`config.mk`:
```
export PLATFORM = sky130hd
export DESIGN_NAME = i2c_master_bit_engine
export DESIGN_NICKNAME = d
export VERILOG_FILES = /design/src/hw/rtl/i2cm_pkg.sv /design/src/hw/rtl/i2c_master_bit_engine.sv /design/src/hw/rtl/i2cm_front.sv /design/src/hw/rtl/i2cm_queue.sv /design/src/hw/rtl/i2cm_back.sv
export SDC_FILE = /design/constraint.sdc
export NUM_CORES = 1
export LEC_CHECK = 0
export BUFFER_PORTS_ARGS = -buffer_cell sky130_fd_sc_hd__clkbuf_2
export CAP_MARGIN = 30
export CELL_PAD_IN_SITES_DETAIL_PLACEMENT = 2
export CELL_PAD_IN_SITES_GLOBAL_PLACEMENT = 2
export CORE_ASPECT_RATIO = 0.9
export CORE_MARGIN = 1
export CORE_UTILIZATION = 38
export DETAILED_ROUTE_END_ITERATION = 10
export PLACE_DENSITY = 0.87
export SLEW_MARGIN = 30
export SYNTH_ARGS = -nofsm -noshare
export SYNTH_HDL_FRONTEND = slang
export SYNTH_SLANG_ARGS = --single-unit
```
`constraint.sdc`:
```
create_clock -name clk -period 5.92 [get_ports clk]
set_input_delay 0.592 -clock clk [delete_from_list [all_inputs] [get_ports clk]]
set_output_delay 0.592 -clock clk [all_outputs]
set_load 0.02 [all_outputs]
```
`src/hw/rtl/i2cm_pkg.sv`:
```
// Shared types and constants for the I2C master bit engine.
`timescale 1ns / 1ps

package i2cm_pkg;

  localparam int unsigned BYTE_BITS  = 8;
  localparam int unsigned PHASE_W    = 5;
  localparam int unsigned LIMIT_W    = 8;
  localparam logic [LIMIT_W-1:0] LIMIT_RESET = 8'd250;

  // Phase at which the data bits of a byte end.
  localparam logic [PHASE_W-1:0] BODY_PHASE = PHASE_W'(2 * BYTE_BITS);

  typedef enum logic [2:0] {
    CMD_TICK  = 3'd0,
    CMD_START = 3'd1,
    CMD_STOP  = 3'd2,
    CMD_WRITE = 3'd3,
    CMD_READ  = 3'd4,
    CMD_WAIT  = 3'd5
  } cmd_t;

  typedef struct packed {
    cmd_t                 cmd;
    logic [BYTE_BITS-1:0] write_byte;
    logic                 ack_after_read;
    logic                 sda_in;
  } item_t;

endpackage

```
`src/hw/rtl/i2c_master_bit_engine.sv`:
```
// Top level of the I2C master bit engine.
`timescale 1ns / 1ps
// The input channel carries one half-bit tick per item, with the sampled SDA
// level and, while the engine is idle, an optional command: start, stop, write
// byte, read byte with ACK or NACK, or wait for acknowledge.
// The output channel returns one result item per input item, in order: the
// SCL and SDA drive levels for that tick, busy and done flags, the last read
// byte and the acknowledge timeout flag.
// A result passes through the front queue and then the sequencer's output
// register before it appears.
// The engine takes one item per clock cycle when the receiver does not stall.
// The sequencer state is updated once per tick by combinational next-state
// logic, so that update sets the rate.
// When the receiver stalls, the output register holds its item, the sequencer
// waits, and the front queue absorbs up to QUEUE_DEPTH more items before
// raising in_stall.
// The acknowledge poll limit is written through cfg_wr_en and cfg_wr_data; the user
// writes it while the engine is idle, which the block itself does not enforce.
// A synchronous reset empties the queue and output register, sets the sequencer's
// line state to released on both lines and sets the poll limit to 250.
module i2c_master_bit_engine #(
  parameter int unsigned QUEUE_DEPTH = 2
) (
  input  logic                           clk,
  input  logic                           rst,
  input  logic                           cfg_wr_en,
  input  logic [i2cm_pkg::LIMIT_W-1:0]   cfg_wr_data,
  input  logic                           in_valid,
  output logic                           in_stall,
  input  logic [2:0]                     cmd,
  input  logic [i2cm_pkg::BYTE_BITS-1:0] write_byte,
  input  logic                           ack_after_read,
  input  logic                           sda_in,
  output logic                           out_valid,
  input  logic                           out_stall,
  output logic                           scl_level,
  output logic                           sda_pull_low,
  output logic                           busy_res,
  output logic                           done_res,
  output logic [i2cm_pkg::BYTE_BITS-1:0] read_byte,
  output logic                           no_ack
);

  logic            push;
  logic            pop;
  logic            full;
  logic            q_valid;
  i2cm_pkg::item_t front_item;
  i2cm_pkg::item_t q_item;

  assign in_stall = full;

  i2cm_front u_front (
    .in_valid       (in_valid),
    .cmd            (cmd),
    .write_byte     (write_byte),
    .ack_after_read (ack_after_read),
    .sda_in         (sda_in),
    .push           (push),
    .item           (front_item),
    .full           (full)
  );

  i2cm_queue #(
    .DEPTH (QUEUE_DEPTH)
  ) u_queue (
    .clk       (clk),
    .rst       (rst),
    .push      (push),
    .push_item (front_item),
    .pop       (pop),
    .head_item (q_item),
    .not_empty (q_valid),
    .full      (full)
  );

  i2cm_back u_back (
    .clk          (clk),
    .rst          (rst),
    .cfg_wr_en    (cfg_wr_en),
    .cfg_wr_data  (cfg_wr_data),
    .q_valid      (q_valid),
    .q_item       (q_item),
    .pop          (pop),
    .out_valid    (out_valid),
    .out_stall    (out_stall),
    .scl_level    (scl_level),
    .sda_pull_low (sda_pull_low),
    .busy_res     (busy_res),
    .done_res     (done_res),
    .read_byte    (read_byte),
    .no_ack       (no_ack)
  );

endmodule

```
`src/hw/rtl/i2cm_front.sv`:
```
// Front end: classifies each incoming item into a queued command item.
`timescale 1ns / 1ps

module i2cm_front (
  input  logic                           in_valid,
  input  logic [2:0]                     cmd,
  input  logic [i2cm_pkg::BYTE_BITS-1:0] write_byte,
  input  logic                           ack_after_read,
  input  logic                           sda_in,
  output logic                           push,
  output i2cm_pkg::item_t                item,
  input  logic                           full
);

  always_comb begin
    case (cmd)
      i2cm_pkg::CMD_START: item.cmd = i2cm_pkg::CMD_START;
      i2cm_pkg::CMD_STOP:  item.cmd = i2cm_pkg::CMD_STOP;
      i2cm_pkg::CMD_WRITE: item.cmd = i2cm_pkg::CMD_WRITE;
      i2cm_pkg::CMD_READ:  item.cmd = i2cm_pkg::CMD_READ;
      i2cm_pkg::CMD_WAIT:  item.cmd = i2cm_pkg::CMD_WAIT;
      default:             item.cmd = i2cm_pkg::CMD_TICK;
    endcase
    item.write_byte     = write_byte;
    item.ack_after_read = ack_after_read;
    item.sda_in         = sda_in;
  end

  assign push = in_valid && !full;

endmodule

```
`src/hw/rtl/i2cm_queue.sv`:
```
// Short register queue between the front end and the sequencer.
`timescale 1ns / 1ps

module i2cm_queue #(
  parameter int unsigned DEPTH = 2
) (
  input  logic            clk,
  input  logic            rst,
  input  logic            push,
  input  i2cm_pkg::item_t push_item,
  input  logic            pop,
  output i2cm_pkg::item_t head_item,
  output logic            not_empty,
  output logic            full
);

  localparam int unsigned PTR_W = $clog2(DEPTH);
  localparam int unsigned CNT_W = $clog2(DEPTH + 1);
  localparam logic [PTR_W-1:0] LAST = PTR_W'(DEPTH - 1);

  i2cm_pkg::item_t  slots [DEPTH];
  logic [PTR_W-1:0] wr_ptr;
  logic [PTR_W-1:0] rd_ptr;
  logic [CNT_W-1:0] count;

  assign head_item = slots[rd_ptr];
  assign not_empty = (count != '0);
  assign full      = (count == CNT_W'(DEPTH));

  always_ff @(posedge clk) begin
    if (push) begin
      slots[wr_ptr] <= push_item;
    end
  end

  always_ff @(posedge clk) begin
    if (rst) begin
      wr_ptr <= '0;
      rd_ptr <= '0;
      count  <= '0;
    end else begin
      if (push) begin
        wr_ptr <= (wr_ptr == LAST) ? '0 : wr_ptr + PTR_W'(1);
      end
      if (pop) begin
        rd_ptr <= (rd_ptr == LAST) ? '0 : rd_ptr + PTR_W'(1);
      end
      if (push && !pop) begin
        count <= count + CNT_W'(1);
      end else if (pop && !push) begin
        count <= count - CNT_W'(1);
      end
    end
  end

endmodule

```
`src/hw/rtl/i2cm_back.sv`:
```
// Back end: line sequencer that runs one tick per item and holds the result register.
`timescale 1ns / 1ps

module i2cm_back (
  input  logic                                 clk,
  input  logic                                 rst,
  input  logic                                 cfg_wr_en,
  input  logic [i2cm_pkg::LIMIT_W-1:0]         cfg_wr_data,
  input  logic                                 q_valid,
  input  i2cm_pkg::item_t                      q_item,
  output logic                                 pop,
  output logic                                 out_valid,
  input  logic                                 out_stall,
  output logic                                 scl_level,
  output logic                                 sda_pull_low,
  output logic                                 busy_res,
  output logic                                 done_res,
  output logic [i2cm_pkg::BYTE_BITS-1:0]       read_byte,
  output logic                                 no_ack
);

  localparam int unsigned BW = i2cm_pkg::BYTE_BITS;
  localparam int unsigned PW = i2cm_pkg::PHASE_W;

  logic [i2cm_pkg::LIMIT_W-1:0] ack_poll_limit;
  logic [PW-1:0]                phase;
  i2cm_pkg::cmd_t               active_command;
  logic [BW-1:0]                shift_reg;
  logic [i2cm_pkg::LIMIT_W-1:0] poll_count;
  logic                         ack_choice;
  logic                         scl_out;
  logic                         sda_low_out;
  logic                         ack_failed;
  logic [BW-1:0]                read_result;

  logic [PW-1:0]                phase_next;
  i2cm_pkg::cmd_t               active_command_next;
  logic [BW-1:0]                shift_reg_next;
  logic [i2cm_pkg::LIMIT_W-1:0] poll_count_next;
  logic                         ack_choice_next;
  logic                         scl_out_next;
  logic                         sda_low_out_next;
  logic                         ack_failed_next;
  logic [BW-1:0]                read_result_next;
  logic                         finish;
  logic                         hold;

  assign pop = q_valid && (!out_valid || !out_stall);

  always_comb begin
    phase_next          = phase;
    active_command_next = active_command;
    shift_reg_next      = shift_reg;
    poll_count_next     = poll_count;
    ack_choice_next     = ack_choice;
    scl_out_next        = scl_out;
    sda_low_out_next    = sda_low_out;
    ack_failed_next     = ack_failed;
    read_result_next    = read_result;
    finish              = 1'b0;
    hold                = 1'b0;

    if (active_command == i2cm_pkg::CMD_TICK && q_item.cmd != i2cm_pkg::CMD_TICK) begin
      active_command_next = q_item.cmd;
      phase_next          = '0;
      poll_count_next     = '0;
      case (q_item.cmd)
        i2cm_pkg::CMD_WRITE: shift_reg_next = q_item.write_byte;
        i2cm_pkg::CMD_READ: begin
          shift_reg_next  = '0;
          ack_choice_next = q_item.ack_after_read;
        end
        i2cm_pkg::CMD_WAIT: ack_failed_next = 1'b0;
        default: ;
      endcase
    end

    case (active_command_next)
      i2cm_pkg::CMD_START: begin
        if (phase_next == PW'(0)) begin
          sda_low_out_next = 1'b0;
          scl_out_next     = 1'b1;
        end else if (phase_next == PW'(1)) begin
          sda_low_out_next = 1'b1;
        end else begin
          scl_out_next = 1'b0;
          finish       = 1'b1;
        end
      end
      i2cm_pkg::CMD_STOP: begin
        if (phase_next == PW'(0)) begin
          scl_out_next     = 1'b0;
          sda_low_out_next = 1'b1;
        end else if (phase_next == PW'(1)) begin
          scl_out_next = 1'b1;
        end else begin
          sda_low_out_next = 1'b0;
          finish           = 1'b1;
        end
      end
      i2cm_pkg::CMD_WRITE: begin
        if (phase_next < i2cm_pkg::BODY_PHASE) begin
          if (!phase_next[0]) begin
            scl_out_next     = 1'b0;
            sda_low_out_next = !shift_reg_next[BW-1];
          end else begin
            scl_out_next   = 1'b1;
            shift_reg_next = {shift_reg_next[BW-2:0], 1'b0};
          end
        end else begin
          scl_out_next = 1'b0;
          finish       = 1'b1;
        end
      end
      i2cm_pkg::CMD_READ: begin
        if (phase_next < i2cm_pkg::BODY_PHASE) begin
          if (!phase_next[0]) begin
            scl_out_next     = 1'b0;
            sda_low_out_next = 1'b0;
          end else begin
            scl_out_next   = 1'b1;
            shift_reg_next = {shift_reg_next[BW-2:0], q_item.sda_in};
          end
        end else if (phase_next == i2cm_pkg::BODY_PHASE) begin
          scl_out_next     = 1'b0;
          sda_low_out_next = ack_choice_next;
        end else if (phase_next == i2cm_pkg::BODY_PHASE + PW'(1)) begin
          scl_out_next = 1'b1;
        end else begin
          scl_out_next     = 1'b0;
          read_result_next = shift_reg_next;
          finish           = 1'b1;
        end
      end
      i2cm_pkg::CMD_WAIT: begin
        if (phase_next == PW'(0)) begin
          scl_out_next     = 1'b0;
          sda_low_out_next = 1'b0;
        end else if (phase_next == PW'(1)) begin
          scl_out_next = 1'b1;
        end else if (!q_item.sda_in) begin
          scl_out_next    = 1'b0;
          ack_failed_next = 1'b0;
          finish          = 1'b1;
        end else if (poll_count_next >= ack_poll_limit) begin
          ack_failed_next     = 1'b1;
          active_command_next = i2cm_pkg::CMD_STOP;
          phase_next          = '0;
          scl_out_next        = 1'b0;
          sda_low_out_next    = 1'b1;
        end else begin
          poll_count_next = poll_count_next + i2cm_pkg::LIMIT_W'(1);
          hold            = 1'b1;
        end
      end
      default: ;
    endcase

    if (finish) begin
      active_command_next = i2cm_pkg::CMD_TICK;
      phase_next          = '0;
    end else if (!hold && active_command_next != i2cm_pkg::CMD_TICK) begin
      phase_next = phase_next + PW'(1);
    end
  end

  always_ff @(posedge clk) begin
    if (rst) begin
      ack_poll_limit <= i2cm_pkg::LIMIT_RESET;
      phase          <= '0;
      active_command <= i2cm_pkg::CMD_TICK;
      shift_reg      <= '0;
      poll_count     <= '0;
      ack_choice     <= 1'b0;
      scl_out        <= 1'b1;
      sda_low_out    <= 1'b0;
      ack_failed     <= 1'b0;
      read_result    <= '0;
      out_valid      <= 1'b0;
    end else begin
      if (cfg_wr_en) begin
        ack_poll_limit <= cfg_wr_data;
      end
      if (pop) begin
        phase          <= phase_next;
        active_command <= active_command_next;
        shift_reg      <= shift_reg_next;
        poll_count     <= poll_count_next;
        ack_choice     <= ack_choice_next;
        scl_out        <= scl_out_next;
        sda_low_out    <= sda_low_out_next;
        ack_failed     <= ack_failed_next;
        read_result    <= read_result_next;
        out_valid      <= 1'b1;
      end else if (!out_stall) begin
        out_valid <= 1'b0;
      end
    end
  end

  always_ff @(posedge clk) begin
    if (pop) begin
      scl_level    <= scl_out_next;
      sda_pull_low <= sda_low_out_next;
      busy_res     <= (active_command_next != i2cm_pkg::CMD_TICK);
      done_res     <= finish;
      read_byte    <= read_result_next;
      no_ack       <= ack_failed_next;
    end
  end

endmodule

```
---- Word level (Yosys, flattened, before mapping) ----
Memories as Yosys holds them, arrays and structs flattened. A register that Yosys moved wholly into a read port is not among the register bits.
Index checks and enable logic that the tools add are counted.
storage, ports and cells
  output and inout bits ................... 15
  bits of input ports ..................... 26
  memories ................................ 1
  register bits ........................... 62
  RAM bits ................................ 26
  word-level logic and storage cells ...... 164
memory list
  name           depth  bits a word  rd ports  clocked after Yosys merged registers in  wr ports  RTL line          RTL
  u_queue.slots  2      13           1         1                                        1         i2cm_queue.sv:21  i2cm_pkg::item_t slots [DEPTH];
cells by class
  $lt $le $gt $ge ......................... 2
  eq/ne operators ......................... 18
  mux-type cells .......................... 95
  reduce and logical (&&, ||, !) cells .... 22
  add/sub/neg operators ................... 6
operator list
  kind                   number
  $mux W8                15
  $mux W1                57
  $mux W5                8
  $pmux W8 S2            2
  $mux W3                7
  $eq A3 B3 Y1 const B   6
  $eq A3 B2 Y1 const B   5
  $pmux W3 S5            1
  $eq A5 B5 Y1 const B   2
  $pmux W1 S5            2
  $reduce_bool A3 Y1     3
  $add A8 B1 Y8 const B  1
  $ge A8 B8 Y1           1
  $logic_not A1 Y1       7
  $eq A3 B1 Y1 const B   2
  $logic_and A1 B1 Y1    6
  $add A5 B1 Y5 const B  1
  $eq A5 B1 Y1 const B   1
  $logic_not A5 Y1       1
  $lt A5 B5 Y1 const B   1
  $mux W2                2
  $pmux W1 S4            1
  $reduce_bool A2 Y1     2
  $logic_not A3 Y1       1
  other kinds (7)        8

---- Longest topological paths before layout ----
Gate-level depths: netlist (run 1).
  depth after elaboration ................. 13
  mapped depth ............................ 19

---- By module ----
Synthesis (run 1) repeated with hierarchy kept, for this count alone.
second synthesis, totals
  cells, all modules ...................... 481
  area, all modules ....................... 4,501.8 µm²
modules (own cells, without submodules)
  module      sequential area each (µm²)  cells an instance  area each (µm²)  times used
  i2cm_back   1,291.2                     405                3,255.6          1
  i2cm_queue  880.8                       62                 1,142.3          1
  i2cm_front  0.0                         14                 103.8            1

---- Worst setup path before layout (run 1) ----
No wires, ideal clock.
  path type ............................... reg2reg
  start point ............................. memory u_queue.slots[1][12] (netlist name)
  end point ............................... register u_back.phase[4]
  cell stages (with the launch flop) ...... 19
  setup slack ............................. 1.831 ns
  library setup time ...................... 0.117 ns
  data required time ...................... 5.803 ns
  buffers on the path ..................... 2
  data arrival time ....................... 3.972 ns
  path through ............................ edfxtp_1 or4b_1 nand3_1 clkbuf_1 and2_1 ha_1 and3_1 a221o_1 a21o_1 or3_1 buf_6 nand2_4 and3_4 ha_1 nand3_1 nor3_1 a211oi_1 a21o_1 a22o_1
RTL lines
  element                 RTL line          RTL
  start: declaration      i2cm_queue.sv:21
  end signal: assignment  i2cm_back.sv:185  phase <= phase_next;
  end: declaration        i2cm_back.sv:26   logic [PW-1:0] phase;

---- Worst setup path after layout (run 1) ----
  start point ............................. register u_back.active_command[2]
  end point ............................... register u_back.phase[4]
between the ends
  word-level cells in the longest chain between the ends .. 13
ends and longest elaborated chain
  element                                                                RTL line          RTL
  start: declaration                                                     i2cm_back.sv:27   i2cm_pkg::cmd_t active_command;
  start signal: assignment                                               i2cm_back.sv:171  active_command <= i2cm_pkg::CMD_TICK;
  start signal: assignment                                               i2cm_back.sv:186  active_command <= active_command_next;
  parallel branches: the longest is 12 deep, another holds $ge A8 B8 Y1  --
  $mux W5 *                                                              i2cm_back.sv:159  if (finish) begin
Mark *: on every way between the ends.
A chain may end at the register's enable or synchronous reset.

==> metrics.log, run 1 <==
[metrics] register bank with the most flops: u_queue.slots
[metrics] floorplan die area: around 13000 sq um
[metrics] aggregate negative setup slack: 0 ns
[metrics] Initial Util: 0.398
[metrics] ratio of total power to cell area: 460 nW/um^2
[metrics] #FFs+latches synth: just under 90
[metrics] commonest cells in the synthesized netlist: nand2_1, dfxtp_1, edfxtp_1
[metrics] highest clock frequency the design can meet: 210 MHz
[metrics] root buffer selected by CTS: clkbuf_16
[metrics] routability congestion estimate from global placement: just over 0.8
[metrics] Data required, critical path: slightly above 6 ns
[metrics] footprint of the flip-flops and latches: 2170 sq um
[metrics] worst max-slew margin expressed relative to the limit: 0.447
[metrics] # Max-Cap Violations: 0
[metrics] flip-flop cell with the highest count after synthesis: dfxtp_1
[metrics] Post-synth EDFFs: 39
[metrics] library cell with the highest instance count after synthesis: nand2_1
[metrics] worst-path maximum fanout: 14
[metrics] global-route wire length before repair: ~22000 um
[metrics] max-slew violation total from the final report: 0
[metrics] Setup Viol. Count Final: 0
[metrics] Clk Latency, worst-skew pair: roughly 0.36 ns
[metrics] mapped cell area: roughly 4600 sq um
[metrics] # Post-CTS Setup Buffers: 0
[metrics] WL/cell: ~20 um
[metrics] row count: 37
[metrics] Worst EP arrival: 5.01 ns
[metrics] transition at the pin with the smallest max-transition slack: ~0.83 ns
[metrics] post-synthesis share of cell area spent on and, or, nand and nor gates: 0.201
[metrics] sum of routed wire length over all layers: about 14000 um
[metrics] final hold vios: 0
[metrics] vias in the first global route: 4120
[metrics] fraction of final layout cells with drive strength greater than 1: 0.161
[metrics] total nets after synthesis: 516
[metrics] Setup Skew: around 0.0089 ns
[metrics] final critical path time including I/O delays and setup: roughly 4.8 ns
[metrics] post-synthesis to final-layout area growth: 13.2%
[metrics] RSZ-0062 raised after global routing: false
[metrics] share of the core filled with cells: 0.450
[metrics] parity-gate share of the synthesized area counting xor and xnor cells: 0.0133
[metrics] via density per instance: 5.81
[metrics] synthesized netlist cell count: 480
[metrics] I/O pins: 41
[metrics] Final Net Count: roughly 550
[metrics] total clock buffers created by CTS: 9
[metrics] number of design-rule violations left by the first detailed-router iteration: ~210
[metrics] top area cells in the synthesized netlist: edfxtp_1, dfxtp_1, nand2_1
[metrics] total via count after detailed routing: ~3.9k
[metrics] Leakage Power: approximately 1.9 nW
[metrics] run status: finished clean
[metrics] TritonCTS clock tree: built
[metrics] adder-cell area share of the yosys netlist: 0.0271
[metrics] Antenna Diode Count: 0
[metrics] CTS H-tree depth: 3
[metrics] count of input and output buffers: 40
[metrics] worst-case vdd ir drop: approximately 0.19 mV
[metrics] Fillers: around 1.3k
[metrics] Largest register FFs: 26
[metrics] Async S/R FF share, synth: 0
[metrics] largest net degree at the start of global routing: 42
[metrics] fraction of post-synthesis cell area in the top cell type by area: 0.254
[metrics] sort of element at the start of the critical path: flip-flop
[metrics] initial antenna violation count: 0
[metrics] dominant cell type by area after synthesis: edfxtp_1
[metrics] aggregate global routing overflow: 0
[metrics] compound-cell area share of the yosys netlist: 0.190
[metrics] vertical die dimension: approximately 110 um
[metrics] clock edge transition at the registers on the reported setup and hold paths: approximately 0.07 ns
[metrics] post-route ant nets: 0
[metrics] met3 wirelength from detailed routing: roughly 370 um
[metrics] dominant combinational cell family by area after synthesis: simple AND/OR/NAND/NOR gates
[metrics] synth warn: 0
[metrics] Crit. End Element: flip-flop
[metrics] clk buf depth: 2
[metrics] width of the die: 118 um
[metrics] global-route usage over all layers: 0.227
[metrics] routed wl met2: 6520 um
[metrics] area of the multi-input gates: around 2300 sq um
[metrics] count of unresolved DRC violations after routing: 0
[metrics] type of the worst min-delay path: primary input to flip-flop
[metrics] post-synthesis mux area share: 0.0572
[metrics] length of the first detailed-routing pass in iterations: 4
[metrics] Met1 Wirelength: approximately 6600 um
[metrics] top layer reached by signal wires: met4
[metrics] clk sink count: a little under 90
[metrics] count of different cell masters after synthesis: 73
[metrics] post-cts sizing count: 0
[metrics] floorplan core area: between 10000 and 15000 sq um
[metrics] mean area per synthesized cell: 9.62 sq um
[metrics] Setup CP Type: flip-flop to flip-flop
[metrics] Post-CTS Hold Buffers: 0
[metrics] register area share after synthesis: 0.470
[metrics] final period utilization: 0.804
[metrics] detailed placement HPWL: between 9000 and 10000 um
-- metrics by stage --
stage               hold slack, ns  setup slack, ns  std cells  instance area [sq um]  total power (W)
floorplan                    0.432             1.83        480                   4620          0.00152
global placement             0.439             1.50        655                   4920          0.00175
detailed placement           0.456             1.26        655                   4920          0.00181
CTS                          0.415             1.22        671                   5230          0.00241
global route                 0.414            0.969        671                   5230          0.00251
finish                       0.426             1.16        671                   5230          0.00240
-- cell families after synthesis --
kind of cell / Yosys count
AO/OA/AOI/OAI: 128
buffers and inverters: 41
flip-flops: 89
multiplexers: 26
adder cells (fa/ha/maj): 10
XOR/XNOR: 7
AND/OR/NAND/NOR: 179
-- power by group --
group | switching [W] | internal (W) | leakage [nW]
clock network | 0.000254 | 0.000340 | 0.153
registers | 0.0000988 | 0.000775 | 0.778
logic | 0.000640 | 0.000294 | 1.02
total | 0.000993 | 0.00141 | 1.95
-- cell usage in the layout, fill, tap and decap left out, types with 3 or more instances in the layout --
cell       instances
buf_4              5
clkbuf_16          9
nor3_1             9
o31ai_1            5
nor2_1            36
nand4_1            7
clkbuf_2          40
dfxtp_1           50
mux2_2             3
nand3_1            8
a21boi_0           3
xor2_1             5
o21ai_0           19
and3_1             6
a31oi_1           12
or3_1              4
a31o_1             4
ha_1              10
inv_1             13
a211oi_1           6
edfxtp_1          39
o211ai_1          10
nor4bb_1           3
a21o_1             5
nand2b_1           3
a21oi_1           37
and2_1             9
mux2i_1           23
nor4b_1            4
nand2_1           70
-- cell type report --
| class | instances | area share |
|---|---|---|
| Clock buffer | 10 | 0.0457 |
| Clock inverter | 6 | 0.0127 |
| Inverter | 15 | 0.0108 |
| Multi-Input combinational cell | 350 | 0.433 |
| Sequential cell | 89 | 0.416 |
| Tap cell | 156 | 0.0373 |
| Timing Repair Buffer | 45 | 0.0455 |
-- metal layers --
metal / global-route usage / vias up
met3: 0.0431 / 9
met4: 0.0769 / 0
met2: 0.380 / 64
met1: 0.294 / 2006
li1: - / 1818
met5: 0 / -
-- path summary, 6_finish.rpt --
check / from / end / slack [ns] / cells after the start
setup / recovery: u_back.active_command[2] / u_back.phase[4] / 1.16 / 16
hold / removal: write_byte[3] / u_queue.slots[1][5] / 0.43 / 1
setup reg to reg: u_back.active_command[2] / u_back.phase[4] / 1.16 / 16
hold reg to reg: u_back.read_result[6] / u_back.read_result[6] / 0.47 / 2
-- worst max-delay path, cell delays in order, from the launching register on --
cell and delay (ns):
dfxtp_1 0.49, nor3_4 0.42, nand3_1 0.49, and2_1 0.37, ha_1 0.31, and3_1 0.19, a221o_1 0.34, a21o_1 0.21
or3_1 0.53, nand2_4 0.17, and3_4 0.20, ha_1 0.17, nand3_1 0.11, nor3_1 0.18, a211oi_1 0.08, a21o_1 0.21
a22o_1 0.17
Power figures use the tool's default switching activity.
==> run 2, diff against run 1 <==
Clock period 5.92 ns to 4.8 ns, I/O delays scaled along.
==> metrics.log, run 2 (synthesis results as in run 1) <==
[metrics] run status: finished clean
[metrics] Worst path max stage delay: 0.70 ns (+0.17 ns)
[metrics] WL/cell: 20.9 um (+3.0%)
[metrics] Leakage Power: 1.95 nW (+0.30%)
[metrics] clk buf depth: 2 (unchanged)
[metrics] count of input and output buffers: 40 (unchanged)
[metrics] most used cells in the layout excluding fill and tap cells: nand2_1, dfxtp_1, clkbuf_2
[metrics] Final Net Count: 549 (+0.55%)
[metrics] floorplan core area: 11600 sq um (unchanged)
[metrics] vertical die dimension: 107 um (unchanged)
[metrics] register bank with the most flops: u_queue.slots
[metrics] floorplan die area: 12600 sq um (unchanged)
[metrics] post-cts sizing count: 0 (unchanged)
[metrics] Fillers: 1227 (-2.2%)
[metrics] Data required, critical path: 5.05 ns (-1.12 ns)
[metrics] final period utilization: 0.954 (+0.151)
[metrics] Antenna Diode Count: 0 (unchanged)
[metrics] fraction of final layout cells with drive strength greater than 1: 0.162 (+0.000997)
[metrics] detailed placement HPWL: 9870 um (+2.5%)
[metrics] most common library cell in the layout ignoring fill and taps: nand2_1
[metrics] # Post-CTS Setup Buffers: 0 (unchanged)
[metrics] number of cells in the finished layout apart from fillers: 674 (+0.45%)
[metrics] Setup CP Type: flip-flop to flip-flop
[metrics] TritonCTS clock tree: built
[metrics] share of the core filled with cells: 0.450 (about the same)
[metrics] vias in the first global route: 4238 (+2.9%)
[metrics] Largest register FFs: 26 (unchanged)
[metrics] aggregate negative setup slack: 0 ns (unchanged)
[metrics] global-route wire length before repair: 23200 um (+5.4%)
[metrics] routability congestion estimate from global placement: 0.805 (-1.3%)
[metrics] worst-case reg-to-reg path depth: 16 (unchanged)
[metrics] sum of routed wire length over all layers: 14100 um (+3.4%)
[metrics] worst-path maximum fanout: 18 (+4)
[metrics] largest net degree at the start of global routing: 40 (-4.8%)
[metrics] Setup Viol. Count Final: 0 (unchanged)
[metrics] post-synthesis to final-layout area growth: 13.3% (about the same)
[metrics] max-slew violation total from the final report: 0 (unchanged)
[metrics] reg-to-reg setup timing slack: 0.22 ns (-0.94 ns)
[metrics] length of the first detailed-routing pass in iterations: 4 (unchanged)
[metrics] last element of the critical path: u_back.phase[4]
[metrics] setup ws final: 0.219 ns (-0.943 ns)
[metrics] total clock buffers created by CTS: 9 (unchanged)
[metrics] WHS: 0.320 ns (-0.106 ns)
[metrics] global-route usage over all layers: 0.240 (+0.0134)
[metrics] number of design-rule violations left by the first detailed-router iteration: 179 (-14%)
[metrics] highest-delay cell along the critical path: dfxtp_1
[metrics] type of the worst min-delay path: primary input to flip-flop
[metrics] aggregate global routing overflow: 0 (unchanged)
[metrics] width of the die: 118 um (unchanged)
[metrics] initial antenna violation count: 0 (unchanged)
[metrics] worst-case vdd ir drop: 0.340 mV (+81%)
[metrics] root buffer selected by CTS: clkbuf_16
[metrics] highest clock frequency the design can meet: 218 MHz (+3.9%)
[metrics] capture point of the worst reg-to-reg path: u_back.phase[4]
[metrics] Crit. End Element: flip-flop
[metrics] Post-CTS Hold Buffers: 0 (unchanged)
[metrics] number of cells after detailed placement: 658 (+0.46%)
[metrics] # Max-Cap Violations: 0 (unchanged)
[metrics] via density per instance: 5.81 (+0.12%)
[metrics] sort of element at the start of the critical path: flip-flop
[metrics] post-route ant nets: 0 (unchanged)
[metrics] critical-path cell list: or4b_1 > nand3_1 > and2_1 > ha_1 > and3_1 > a221o_1 > a21o_1 > or3_1 > nand2_4 > and3_4 > ha_1 > nand3_1 > nor3_1 > a211oi_1 > a21o_1 > a22o_1
[metrics] final critical path time including I/O delays and setup: 4.58 ns (-0.177 ns)
[metrics] count of unresolved DRC violations after routing: 0 (unchanged)
[metrics] row count: 37 (unchanged)
[metrics] ratio of total power to cell area: 557 nW/um^2 (+21%)
[metrics] transition at the pin with the smallest max-transition slack: 0.789 ns (-0.0382 ns)
[metrics] Initial Util: 0.398 (unchanged)
[metrics] final hold vios: 0 (unchanged)
[metrics] Clk Latency, worst-skew pair: 0.35 ns (about the same)
[metrics] Setup Skew: 0.00623 ns (-0.00263 ns)
[metrics] Worst EP arrival: 4.83 ns (-0.18 ns)
[metrics] CTS H-tree depth: 3 (unchanged)
[metrics] clk sink count: 89 (unchanged)
[metrics] RSZ-0062 raised after global routing: false
[metrics] total via count after detailed routing: 3919 (+0.56%)
[metrics] I/O pins: 41 (unchanged)
[metrics] worst max-slew margin expressed relative to the limit: 0.473 (+0.0255)
[metrics] clock edge transition at the registers on the reported setup and hold paths: 0.06 ns (about the same)
[metrics] worst setup timing slack at the placement stage: 0.258 ns (-0.998 ns)
## run 2: critical path, delay by kind of cell, from the launching register on
kind	cells	cell delay, ns
AOI/OAI and AO/OA	5	1.03
DFF	1	0.70
and+or+nand+nor	9	2.31
adders and majority gates	2	0.43
## run 2: cell type report
cell class / instances / area (sq um) / share of cell area
Tap cell: 156 / 195 / 0.0373
Clock buffer: 11 / 233 / 0.0445
Sequential cell: 89 / 2170 / 0.415
Clock inverter: 5 / 55.1 / 0.0105
Timing Repair Buffer: 48 / 260 / 0.0497
Multi-Input combinational cell: 350 / 2260 / 0.432
Inverter: 15 / 56.3 / 0.0108
## run 2: per-stage QoR
step	power, W	instance area (sq um)
floorplan	0.00188	4620
global placement	0.00215	4940
detailed placement	0.00221	4940
CTS	0.00293	5230
global route	0.00308	5230
finish	0.00291	5230
## run 2: how the worst min path moves through the flow
stage,from,to,slack (ns),cells past startpoint
detailed placement,u_back.shift_reg[2],u_back.shift_reg[2],0.45,2
CTS,write_byte[0],u_queue.slots[1][2],0.31,1
finish,write_byte[0],u_queue.slots[1][2],0.32,1
floorplan,u_back.shift_reg[1],u_back.shift_reg[1],0.43,2
global placement,u_back.shift_reg[5],u_back.shift_reg[5],0.44,2
global route,write_byte[1],u_queue.slots[0][3],0.31,1
## run 2: where the power goes
part	switching, W	internal (W)
registers	0.000125	0.000956
clock network	0.000295	0.000403
logic	0.000766	0.000368
## run 2: routing by layer
metal | track usage | part of all wire | routed length, um
met1 | 0.309 | 0.46 | 6540
met2 | 0.403 | 0.49 | 6880
met3 | 0.0457 | 0.030 | 419
met4 | 0.0888 | 0.020 | 281
met5 | 0 | 0 | 0
